$ cat src/rtl/core/adpcm_pkg.sv
// ----------------------------------------------------------------------------
// adpcm_pkg
// Shared types and constants for the 4-bit predictive ADPCM decoder.
// ----------------------------------------------------------------------------
package adpcm_pkg;

   localparam int MAX_CHANNELS_DEFAULT = 2;

   localparam int SAMPLE_W       = 16;
   localparam int BYTE_W         = 8;
   localparam int NIBBLE_W       = 4;
   localparam int SCALE_W        = 17;
   localparam int COEF_FRAC_BITS = 12;
   localparam int OPERAND_W      = 18;
   localparam int PROD_W         = 2 * OPERAND_W;
   localparam int ACC_W          = PROD_W - COEF_FRAC_BITS;

   localparam int CSR_INDEX_W = 3;
   localparam int CSR_DATA_W  = 16;
   localparam int CHAN_CNT_W  = 2;

   localparam int SAMPLE_MAX     = 32767;
   localparam int SAMPLE_MIN     = -32768;
   localparam int MIN_FRAME_SIZE = 3;
   localparam int STEREO_COUNT   = 2;

   localparam logic [CHAN_CNT_W-1:0] CHAN_COUNT_RESET = 2'd1;
   localparam logic [BYTE_W-1:0]     FRAME_SIZE_RESET = 8'd18;
   localparam logic [SCALE_W-1:0]    STEP_SCALE_RESET = 17'd1;

   typedef enum logic [CSR_INDEX_W-1:0] {
      CSR_COEF_ONE        = 3'd0,
      CSR_COEF_TWO        = 3'd1,
      CSR_CHANNEL_COUNT   = 3'd2,
      CSR_FRAME_SIZE      = 3'd3,
      CSR_PREV_ONE_LEFT   = 3'd4,
      CSR_PREV_TWO_LEFT   = 3'd5,
      CSR_PREV_ONE_RIGHT  = 3'd6,
      CSR_PREV_TWO_RIGHT  = 3'd7
   } csr_reg_type;

   typedef enum logic [2:0] {
      ST_IDLE,
      ST_MUL_ONE,
      ST_MUL_TWO,
      ST_MUL_STEP,
      ST_SUM,
      ST_STORE
   } state_type;

   typedef enum logic [1:0] {
      ACC_HOLD,
      ACC_LOAD_SHR,
      ACC_ADD_SHR,
      ACC_ADD_FULL
   } acc_sel_type;

   typedef struct packed {
      logic        mul_en;
      acc_sel_type acc_sel;
   } mac_ctrl_type;

endpackage

$ cat src/rtl/core/adpcm_mac.sv
// ----------------------------------------------------------------------------
// adpcm_mac
// Shared signed multiplier with registered product and accumulator.
// ----------------------------------------------------------------------------
module adpcm_mac (
   input  logic                                      clock,
   input  adpcm_pkg::mac_ctrl_type                   ctrl,
   input  logic signed [adpcm_pkg::OPERAND_W-1:0]    op_a,
   input  logic signed [adpcm_pkg::OPERAND_W-1:0]    op_b,
   output logic signed [adpcm_pkg::ACC_W-1:0]        acc
);

   localparam int PROD_W = adpcm_pkg::PROD_W;
   localparam int ACC_W  = adpcm_pkg::ACC_W;
   localparam int FRAC   = adpcm_pkg::COEF_FRAC_BITS;

   logic signed [PROD_W-1:0] prod_ff;
   logic signed [PROD_W-1:0] prod_in;
   logic signed [ACC_W-1:0]  acc_ff;
   logic signed [ACC_W-1:0]  acc_in;
   logic signed [ACC_W-1:0]  prod_shr;
   logic signed [ACC_W-1:0]  prod_low;

   assign prod_shr = $signed(prod_ff[PROD_W-1:FRAC]);
   assign prod_low = $signed(prod_ff[ACC_W-1:0]);

   always_comb begin
      prod_in = ctrl.mul_en ? op_a * op_b : prod_ff;
      unique case (ctrl.acc_sel)
         adpcm_pkg::ACC_HOLD:     acc_in = acc_ff;
         adpcm_pkg::ACC_LOAD_SHR: acc_in = prod_shr;
         adpcm_pkg::ACC_ADD_SHR:  acc_in = acc_ff + prod_shr;
         adpcm_pkg::ACC_ADD_FULL: acc_in = acc_ff + prod_low;
         default:                 acc_in = acc_ff;
      endcase
   end

   always_ff @(posedge clock) begin
      prod_ff <= prod_in;
      acc_ff  <= acc_in;
   end

   assign acc = acc_ff;

endmodule

$ cat src/rtl/core/adpcm_4bit_predictor_decoder.sv
// ----------------------------------------------------------------------------
// adpcm_4bit_predictor_decoder
// Byte-serial 4-bit ADPCM decoder with two-tap predictor per channel.
// ----------------------------------------------------------------------------
//  channel  ports                                   flow
//  req      req_valid / req_stall, enc_byte, start   one stream byte in
//  rsp      rsp_valid / rsp_stall, pcm, chan, last   0 or 2 samples out
//  csr      csr_write_en, csr_index, csr_write_data  register write, no wait
//
//  A scale byte is handled in the accept step alone. A data byte runs from the
//  accept step through these steps per sample on the one shared multiplier
//  (coef1*prev1, coef2*prev2, code*scale, sum, clamp and store).
//  A sample waits in the store step while the output register is stalled.
//  Reset is synchronous; the input is stalled whenever a byte is in work.
// ----------------------------------------------------------------------------
module adpcm_4bit_predictor_decoder #(
   parameter int MAX_CHANNELS = adpcm_pkg::MAX_CHANNELS_DEFAULT
) (
   input  logic                                    clock,
   input  logic                                    reset,
   input  logic                                    req_valid,
   output logic                                    req_stall,
   input  logic [adpcm_pkg::BYTE_W-1:0]            req_enc_byte,
   input  logic                                    req_stream_start,
   output logic                                    rsp_valid,
   input  logic                                    rsp_stall,
   output logic signed [adpcm_pkg::SAMPLE_W-1:0]   rsp_pcm_sample,
   output logic                                    rsp_chan_index,
   output logic                                    rsp_run_last,
   input  logic                                    csr_write_en,
   input  logic [adpcm_pkg::CSR_INDEX_W-1:0]       csr_index,
   input  logic [adpcm_pkg::CSR_DATA_W-1:0]        csr_write_data
);

   localparam int SW    = adpcm_pkg::SAMPLE_W;
   localparam int BW    = adpcm_pkg::BYTE_W;
   localparam int OW    = adpcm_pkg::OPERAND_W;
   localparam int ACC_W = adpcm_pkg::ACC_W;
   localparam int SCW   = adpcm_pkg::SCALE_W;
   localparam int CCW   = adpcm_pkg::CHAN_CNT_W;
   localparam int NW    = adpcm_pkg::NIBBLE_W;
   localparam int CH_W  = (MAX_CHANNELS > 1) ? $clog2(MAX_CHANNELS) : 1;

   localparam logic signed [ACC_W-1:0] ACC_MAX = ACC_W'(adpcm_pkg::SAMPLE_MAX);
   localparam logic signed [ACC_W-1:0] ACC_MIN = ACC_W'(adpcm_pkg::SAMPLE_MIN);
   localparam logic [BW-1:0]  MIN_FRAME    = BW'(adpcm_pkg::MIN_FRAME_SIZE);
   localparam logic [CCW-1:0] STEREO_COUNT = CCW'(adpcm_pkg::STEREO_COUNT);

   // configuration
   logic signed [SW-1:0] coef_one_ff, coef_two_ff;
   logic [CCW-1:0]       chan_count_ff;
   logic [BW-1:0]        frame_size_ff;
   logic signed [SW-1:0] start_one_left_ff, start_two_left_ff;
   logic signed [SW-1:0] start_one_right_ff, start_two_right_ff;

   // framing and history
   logic [BW-1:0]        byte_pos_ff, byte_pos_in;
   logic                 chan_now_ff, chan_now_in;
   logic [BW-1:0]        scale_hi_ff, scale_hi_in;
   logic [SCW-1:0]       step_scale_ff, step_scale_in;
   logic signed [SW-1:0] prev_one_ff [MAX_CHANNELS];
   logic signed [SW-1:0] prev_one_in [MAX_CHANNELS];
   logic signed [SW-1:0] prev_two_ff [MAX_CHANNELS];
   logic signed [SW-1:0] prev_two_in [MAX_CHANNELS];

   // sequencer
   adpcm_pkg::state_type state_ff, state_in;
   logic [BW-1:0]        byte_ff, byte_in;
   logic [CH_W-1:0]      ch_ff, ch_in;
   logic                 nibble_ff, nibble_in;

   // output register
   logic                 rsp_valid_ff, rsp_valid_in;
   logic signed [SW-1:0] rsp_sample_ff, rsp_sample_in;
   logic                 rsp_chan_ff, rsp_chan_in;
   logic                 rsp_last_ff, rsp_last_in;

   // shared unit
   adpcm_pkg::mac_ctrl_type   mac_ctrl;
   logic signed [OW-1:0]      op_a, op_b;
   logic signed [ACC_W-1:0]   mac_acc;

   logic                 req_fire;
   logic                 stereo;
   logic [BW-1:0]        pos_eff;
   logic                 chan_eff;
   logic [BW-1:0]        fsize;
   logic                 frame_end;
   logic                 out_free;
   logic [NW-1:0]        code;
   logic signed [SW-1:0] sample;

   adpcm_mac u_mac (
      .clock (clock),
      .ctrl  (mac_ctrl),
      .op_a  (op_a),
      .op_b  (op_b),
      .acc   (mac_acc)
   );

   always_ff @(posedge clock) begin
      if (reset) begin
         coef_one_ff        <= '0;
         coef_two_ff        <= '0;
         chan_count_ff      <= adpcm_pkg::CHAN_COUNT_RESET;
         frame_size_ff      <= adpcm_pkg::FRAME_SIZE_RESET;
         start_one_left_ff  <= '0;
         start_two_left_ff  <= '0;
         start_one_right_ff <= '0;
         start_two_right_ff <= '0;
      end else if (csr_write_en) begin
         unique case (adpcm_pkg::csr_reg_type'(csr_index))
            adpcm_pkg::CSR_COEF_ONE:       coef_one_ff        <= csr_write_data;
            adpcm_pkg::CSR_COEF_TWO:       coef_two_ff        <= csr_write_data;
            adpcm_pkg::CSR_CHANNEL_COUNT:  chan_count_ff      <= csr_write_data[CCW-1:0];
            adpcm_pkg::CSR_FRAME_SIZE:     frame_size_ff      <= csr_write_data[BW-1:0];
            adpcm_pkg::CSR_PREV_ONE_LEFT:  start_one_left_ff  <= csr_write_data;
            adpcm_pkg::CSR_PREV_TWO_LEFT:  start_two_left_ff  <= csr_write_data;
            adpcm_pkg::CSR_PREV_ONE_RIGHT: start_one_right_ff <= csr_write_data;
            adpcm_pkg::CSR_PREV_TWO_RIGHT: start_two_right_ff <= csr_write_data;
            default: ;
         endcase
      end
   end

   always_ff @(posedge clock) begin
      if (reset) begin
         state_ff      <= adpcm_pkg::ST_IDLE;
         byte_pos_ff   <= '0;
         chan_now_ff   <= 1'b0;
         scale_hi_ff   <= '0;
         step_scale_ff <= adpcm_pkg::STEP_SCALE_RESET;
         nibble_ff     <= 1'b0;
         rsp_valid_ff  <= 1'b0;
         for (int i = 0; i < MAX_CHANNELS; i++) begin
            prev_one_ff[i] <= '0;
            prev_two_ff[i] <= '0;
         end
      end else begin
         state_ff      <= state_in;
         byte_pos_ff   <= byte_pos_in;
         chan_now_ff   <= chan_now_in;
         scale_hi_ff   <= scale_hi_in;
         step_scale_ff <= step_scale_in;
         nibble_ff     <= nibble_in;
         rsp_valid_ff  <= rsp_valid_in;
         for (int i = 0; i < MAX_CHANNELS; i++) begin
            prev_one_ff[i] <= prev_one_in[i];
            prev_two_ff[i] <= prev_two_in[i];
         end
      end
   end

   always_ff @(posedge clock) begin
      byte_ff       <= byte_in;
      ch_ff         <= ch_in;
      rsp_sample_ff <= rsp_sample_in;
      rsp_chan_ff   <= rsp_chan_in;
      rsp_last_ff   <= rsp_last_in;
   end

   always_comb begin
      req_fire  = req_valid && (state_ff == adpcm_pkg::ST_IDLE);
      stereo    = (MAX_CHANNELS > 1) && (chan_count_ff >= STEREO_COUNT);
      pos_eff   = req_stream_start ? '0 : byte_pos_ff;
      chan_eff  = (req_stream_start || !stereo) ? 1'b0 : chan_now_ff;
      fsize     = (frame_size_ff < MIN_FRAME) ? MIN_FRAME : frame_size_ff;
      frame_end = ({1'b0, pos_eff} + (BW + 1)'(1)) >= {1'b0, fsize};
      out_free  = !rsp_valid_ff || !rsp_stall;
      code      = nibble_ff ? byte_ff[NW-1:0] : byte_ff[BW-1:NW];

      if (mac_acc > ACC_MAX) begin
         sample = SW'(ACC_MAX);
      end else if (mac_acc < ACC_MIN) begin
         sample = SW'(ACC_MIN);
      end else begin
         sample = mac_acc[SW-1:0];
      end

      state_in      = state_ff;
      byte_pos_in   = byte_pos_ff;
      chan_now_in   = chan_now_ff;
      scale_hi_in   = scale_hi_ff;
      step_scale_in = step_scale_ff;
      byte_in       = byte_ff;
      ch_in         = ch_ff;
      nibble_in     = nibble_ff;
      rsp_valid_in  = rsp_valid_ff && rsp_stall;
      rsp_sample_in = rsp_sample_ff;
      rsp_chan_in   = rsp_chan_ff;
      rsp_last_in   = rsp_last_ff;
      for (int i = 0; i < MAX_CHANNELS; i++) begin
         prev_one_in[i] = prev_one_ff[i];
         prev_two_in[i] = prev_two_ff[i];
      end

      mac_ctrl.mul_en  = 1'b0;
      mac_ctrl.acc_sel = adpcm_pkg::ACC_HOLD;
      op_a             = '0;
      op_b             = '0;

      unique case (state_ff)
         adpcm_pkg::ST_IDLE: begin
            if (req_fire) begin
               if (req_stream_start) begin
                  prev_one_in[0] = start_one_left_ff;
                  prev_two_in[0] = start_two_left_ff;
                  if (MAX_CHANNELS > 1) begin
                     prev_one_in[MAX_CHANNELS-1] = start_one_right_ff;
                     prev_two_in[MAX_CHANNELS-1] = start_two_right_ff;
                  end
               end
               if (pos_eff == '0) begin
                  scale_hi_in = req_enc_byte;
               end else if (pos_eff == BW'(1)) begin
                  step_scale_in = {1'b0, scale_hi_ff, req_enc_byte} + SCW'(1);
               end else begin
                  byte_in   = req_enc_byte;
                  ch_in     = CH_W'(chan_eff);
                  nibble_in = 1'b0;
                  state_in  = adpcm_pkg::ST_MUL_ONE;
               end
               if (frame_end) begin
                  byte_pos_in = '0;
                  chan_now_in = stereo ? ~chan_eff : 1'b0;
               end else begin
                  byte_pos_in = pos_eff + BW'(1);
                  chan_now_in = chan_eff;
               end
            end
         end
         adpcm_pkg::ST_MUL_ONE: begin
            op_a            = {{(OW-SW){coef_one_ff[SW-1]}}, coef_one_ff};
            op_b            = {{(OW-SW){prev_one_ff[ch_ff][SW-1]}}, prev_one_ff[ch_ff]};
            mac_ctrl.mul_en = 1'b1;
            state_in        = adpcm_pkg::ST_MUL_TWO;
         end
         adpcm_pkg::ST_MUL_TWO: begin
            op_a             = {{(OW-SW){coef_two_ff[SW-1]}}, coef_two_ff};
            op_b             = {{(OW-SW){prev_two_ff[ch_ff][SW-1]}}, prev_two_ff[ch_ff]};
            mac_ctrl.mul_en  = 1'b1;
            mac_ctrl.acc_sel = adpcm_pkg::ACC_LOAD_SHR;
            state_in         = adpcm_pkg::ST_MUL_STEP;
         end
         adpcm_pkg::ST_MUL_STEP: begin
            op_a             = {{(OW-NW){code[NW-1]}}, code};
            op_b             = {{(OW-SCW){1'b0}}, step_scale_ff};
            mac_ctrl.mul_en  = 1'b1;
            mac_ctrl.acc_sel = adpcm_pkg::ACC_ADD_SHR;
            state_in         = adpcm_pkg::ST_SUM;
         end
         adpcm_pkg::ST_SUM: begin
            mac_ctrl.acc_sel = adpcm_pkg::ACC_ADD_FULL;
            state_in         = adpcm_pkg::ST_STORE;
         end
         adpcm_pkg::ST_STORE: begin
            if (out_free) begin
               rsp_valid_in       = 1'b1;
               rsp_sample_in      = sample;
               rsp_chan_in        = ch_ff[0];
               rsp_last_in        = nibble_ff;
               prev_two_in[ch_ff] = prev_one_ff[ch_ff];
               prev_one_in[ch_ff] = sample;
               if (nibble_ff) begin
                  state_in = adpcm_pkg::ST_IDLE;
               end else begin
                  nibble_in = 1'b1;
                  state_in  = adpcm_pkg::ST_MUL_ONE;
               end
            end
         end
         default: state_in = adpcm_pkg::ST_IDLE;
      endcase
   end

   assign req_stall      = (state_ff != adpcm_pkg::ST_IDLE);
   assign rsp_valid      = rsp_valid_ff;
   assign rsp_pcm_sample = rsp_sample_ff;
   assign rsp_chan_index = rsp_chan_ff;
   assign rsp_run_last   = rsp_last_ff;

endmodule

$ cat config.mk
export PLATFORM = sky130hd
export DESIGN_NAME = adpcm_4bit_predictor_decoder
export DESIGN_NICKNAME = d
export VERILOG_FILES = /design/src/rtl/core/adpcm_pkg.sv /design/src/rtl/core/adpcm_mac.sv /design/src/rtl/core/adpcm_4bit_predictor_decoder.sv
export SDC_FILE = /design/constraint.sdc
export NUM_CORES = 2
export LEC_CHECK = 0
export BUFFER_PORTS_ARGS = -buffer_cell sky130_fd_sc_hd__buf_2
export CAP_MARGIN = 40
export CORE_UTILIZATION = 60
export CTS_CLUSTER_SIZE = 16
export DETAILED_ROUTE_END_ITERATION = 10
export PLACE_DENSITY = 0.77
export SLEW_MARGIN = 10
export SYNTH_ARGS = -nofsm -noshare
export SYNTH_HDL_FRONTEND = slang
export SYNTH_SLANG_ARGS = --single-unit
$ cat constraint.sdc
create_clock -name clock -period 21.1 [get_ports clock]
set_clock_uncertainty 0.05 [all_clocks]
set_input_delay 0 -clock clock [delete_from_list [all_inputs] [get_ports clock]]
set_output_delay 0 -clock clock [all_outputs]
set_load 0.02 [all_outputs]
==> summary.txt <==
Drt
  – DRT antenna net count: 0
  – DR WL met3: between 6000 and 7000 um
  – Routed len/inst: between 20 and 25 um
  – Initial drt markers: 1923
  – Routed met1 length: ~26000 um
  – Top sig layer: met4
  – Via count: ~21000
  – DRT Pass-1 Iters: 8
  – DRT Wirelength: between 70000 and 80000 um
  – Metal2 WL: approximately 34000 um
  – # DRC: 11
  – Via-to-Cell Ratio: 6.05

Clock tree
  – Post_cts resized: 0
  – CTS tree: built
  – CTS buffer count: 30
  – H-tree levels: 1
  – Longest Clk Path Bufs: 3
  – Clock slew at the register clock pins of the worst setup and hold paths: 0.06 ns
  – TritonCTS Sinks: 296
  – Root buffer cell: clkbuf_16
  – Worst skew pair latency: around 0.57 ns

Min path
  – Hold Path Cell Cnt: 2
  – Start point of the worst hold path: req_enc_byte[5]
  – Hold crit path type: primary input to flop
  – Min-Delay Endpoint: byte_ff[5]

Yosys
  – Syn Nets: roughly 3300
  – Most used DFF post-synth: dfxtp_1
  – Post-synthesis cell type count: 65
  – Synth Warn #: 0
  – FF+latch count, synth: between 200 and 300
  – Async set-or-reset flop fraction in the synthesized netlist: 0%
  – Post-synthesis instance total: 2837
  – Register area share after synthesis: a little over a quarter
  – Cells taking the most area after synthesis: fa_1 25%, dfxtp_1 17%, edfxtp_1 10%, ha_1 6.3%, nand2_1 6.1%
  – Area leader, netlist: fa_1
  – Mean Syn Cell Area: 8.83 um2
  – EDFF count, synth: 87
  – Mapped Area: about 25000 um2
  – Synth top area share: between 20% and 30%

Worst setup path
  – Critical path class: flop to flop
  – Reg2reg end: u_mac.prod_ff[33]
  – Reg2reg path depth: 25
  – Critical path endpoint category: flop
  – Required time worst endpoint: around 21 ns
  – Reg2Reg Launch Point: state_ff[1]
  – CP Max Fanout: 16
  – CP Launch Type: flop
  – WP data arrival: a little over 9 ns
  – Reg2reg setup slack: between 10 and 15 ns

Cells and area
  – Area Overhead vs Synth: 8.76%
  – # nets final: ~3300
  – Diode count: 0
  – Final std cells w/o fill: between 3000 and 4000
  – Final core utilization: 66.4%
  – Layout cells sized above 1: about 7.4%

Place
  – Dpl hpwl: between 50000 and 60000 um
  – RD Place Congestion: just under 1
  – Placed cell count: 3322
  – Port Buffers: 52

Job
  – Total of max-cap violations: 0

Floorplanning
  – Initial Util: about three fifths
  – Core area: around 40000 um2
  – Die Y-Extent: around 210 um
  – Total die area: roughly 43000 um2
  – Cell row count: 74
  – Die X: around 210 um
  – I/O pin cnt: 53

STA
  – RSZ-0062 raised after global routing: false
  – Final period utilization: 42.3%
  – Final Hold Vio Count: 0
  – Slew Viols, Final: 0
  – Peak Freq: ~110 MHz
  – Final setup TNS: 0 ns
  – Rel. slew slack: a little under 40%
  – Final setup fails: 0
  – Minimum clock period after layout: ~8.9 ns
  – Worst-Margin Slew: approximately 0.89 ns

Global route
  – Initial antenna violation count: 0
  – Largest net degree at the start of global routing: 73
  – Total GRT Usage: 34.3%
  – Vias in the first global route: ~21000
  – Global-route wire length before repair: between 100000 and 150000 um
  – Total grt overflow: 0

Outcome
  – Status: finished, violations left
  – Violated checks: DRC

Power
  – Leakage: about 0.012 uW
  – Max VDD drop: approximately 64 uV
  – P per Cell Area: 50.0 nW/um2
[report_power, final]
group	internal, uW	switching, uW	total, uW
combinational	66.5	122	189
clock	311	230	541
sequential	614	19.3	633
total	992	371	1360
[kinds of logic after synthesis]
group | share of synthesized area (%)
AO/OA/AOI/OAI | 13.0
XOR/XNOR | 2.66
adder cells (fa/ha/maj) | 30.8
buffers and inverters | 8.13
flip-flops | 27.1
multiplexers | 2.93
AND/OR/NAND/NOR | 15.4
[worst max path at each step]
stage / startpoint / end / slack, ns / depth (start not counted)
detailed placement: state_ff[1] / u_mac.prod_ff[33] / 12.40 / 25
floorplan: flop / u_mac.prod_ff[33] / 13.65 / 27
finish: state_ff[1] / u_mac.prod_ff[33] / 12.18 / 25
global route: state_ff[1] / u_mac.prod_ff[33] / 11.70 / 25
global placement: state_ff[1] / u_mac.prod_ff[33] / 12.57 / 25
CTS: state_ff[1] / u_mac.prod_ff[33] / 12.34 / 25
[final cells by class]
class	count	area, um2
clock buffer	48	922
tap	532	666
timing repair buffer	138	1050
multi-input combinational	2006	16300
clock inverter	8	70.1
sequential	296	6800
fill	3296	13800
inverter	385	1450
[flip-flops by register name, indices dropped and copies added (netlist names), 17 cells and up, named ones only]
register,flops
prev_one_ff,32
step_scale_ff,17
prev_two_ff,32
u_mac.acc,24
u_mac.prod_ff,36
[cell usage in the layout (no fill, tap or decap), drive strengths merged, types with 20 or more instances in the layout]
master | synthesis | routed
buf | 27 | 104
dfxtp | 209 | 209
xor2 | 31 | 31
inv | 383 | 385
a21oi | 240 | 240
edfxtp | 87 | 87
o21ai | 27 | 27
nand2 | 407 | 407
clkbuf | 123 | 48
mux2i | 44 | 44
fa | 307 | 307
mux2 | 26 | 26
a21o | 35 | 35
nand2b | 20 | 20
nor2 | 328 | 328
nand3 | 24 | 24
dlygate4sd3 | 0 | 34
ha | 126 | 126
xnor2 | 45 | 45
nor3 | 59 | 59
a211oi | 80 | 80
[worst max-delay path, cell delays in order (launching register included)]
cell and delay, ns:
dfxtp_1 0.60, clkinv_1 0.39, nand3b_1 0.64, o22a_1 0.78
inv_1 0.39, a21oi_1 0.22, buf_4 0.27, nor2_1 0.10
fa_1 0.56, fa_1 0.43, fa_1 0.51, fa_1 0.47
fa_1 0.50, inv_1 0.05, fa_1 0.47, inv_1 0.04
ha_1 0.38, a21oi_1 0.21, o21bai_1 0.08, a21oi_1 0.22
o2111ai_1 0.14, a31oi_1 0.25, nor3b_2 0.11, o41ai_1 0.45
o31ai_1 0.16, xor2_1 0.16
[metal layers]
layer	vias up	GRT usage, %
met5	-	0
met2	953	58.8
met3	278	5.93
li1	9296	-
met4	0	20.2
met1	10100	40.2
[stage by stage]
step | worst slack [ns] | area [um2] | hold slack (ns) | total power (uW)
3_5_place_dp | 12.40 | 25900 | 0.161 | 823
5_1_grt | 11.70 | 27200 | 0.129 | 1400
3_3_place_gp | 12.57 | 25800 | 0.155 | 815
4_1_cts | 12.34 | 27200 | 0.111 | 1360
6_report | 12.18 | 27200 | 0.118 | 1360
2_1_floorplan | 13.65 | 25100 | 0.0489 | 763
[what timing repair did]
| item | in CTS | in global routing |
|---|---|---|
| hold buffers | 34 | 0 |
| hold endpoints to repair | 156 | 0 |
| setup buffers | 0 | 0 |
[Yosys cell counts (17+ instances only)]
| library cell | number |
|---|---|
| a211oi_1 | 80 |
| a21o_1 | 35 |
| a21oi_1 | 237 |
| a22oi_1 | 17 |
| buf_2 | 20 |
| clkbuf_1 | 120 |
| dfxtp_1 | 209 |
| edfxtp_1 | 87 |
| fa_1 | 307 |
| ha_1 | 126 |
| inv_1 | 383 |
| mux2_2 | 26 |
| mux2i_1 | 44 |
| nand2_1 | 407 |
| nand2b_1 | 20 |
| nand3_1 | 24 |
| nor2_1 | 328 |
| nor3_1 | 59 |
| o21ai_0 | 22 |
| xnor2_1 | 45 |
| xor2_1 | 31 |
Note: power is estimated with default switching activity, not from simulation.
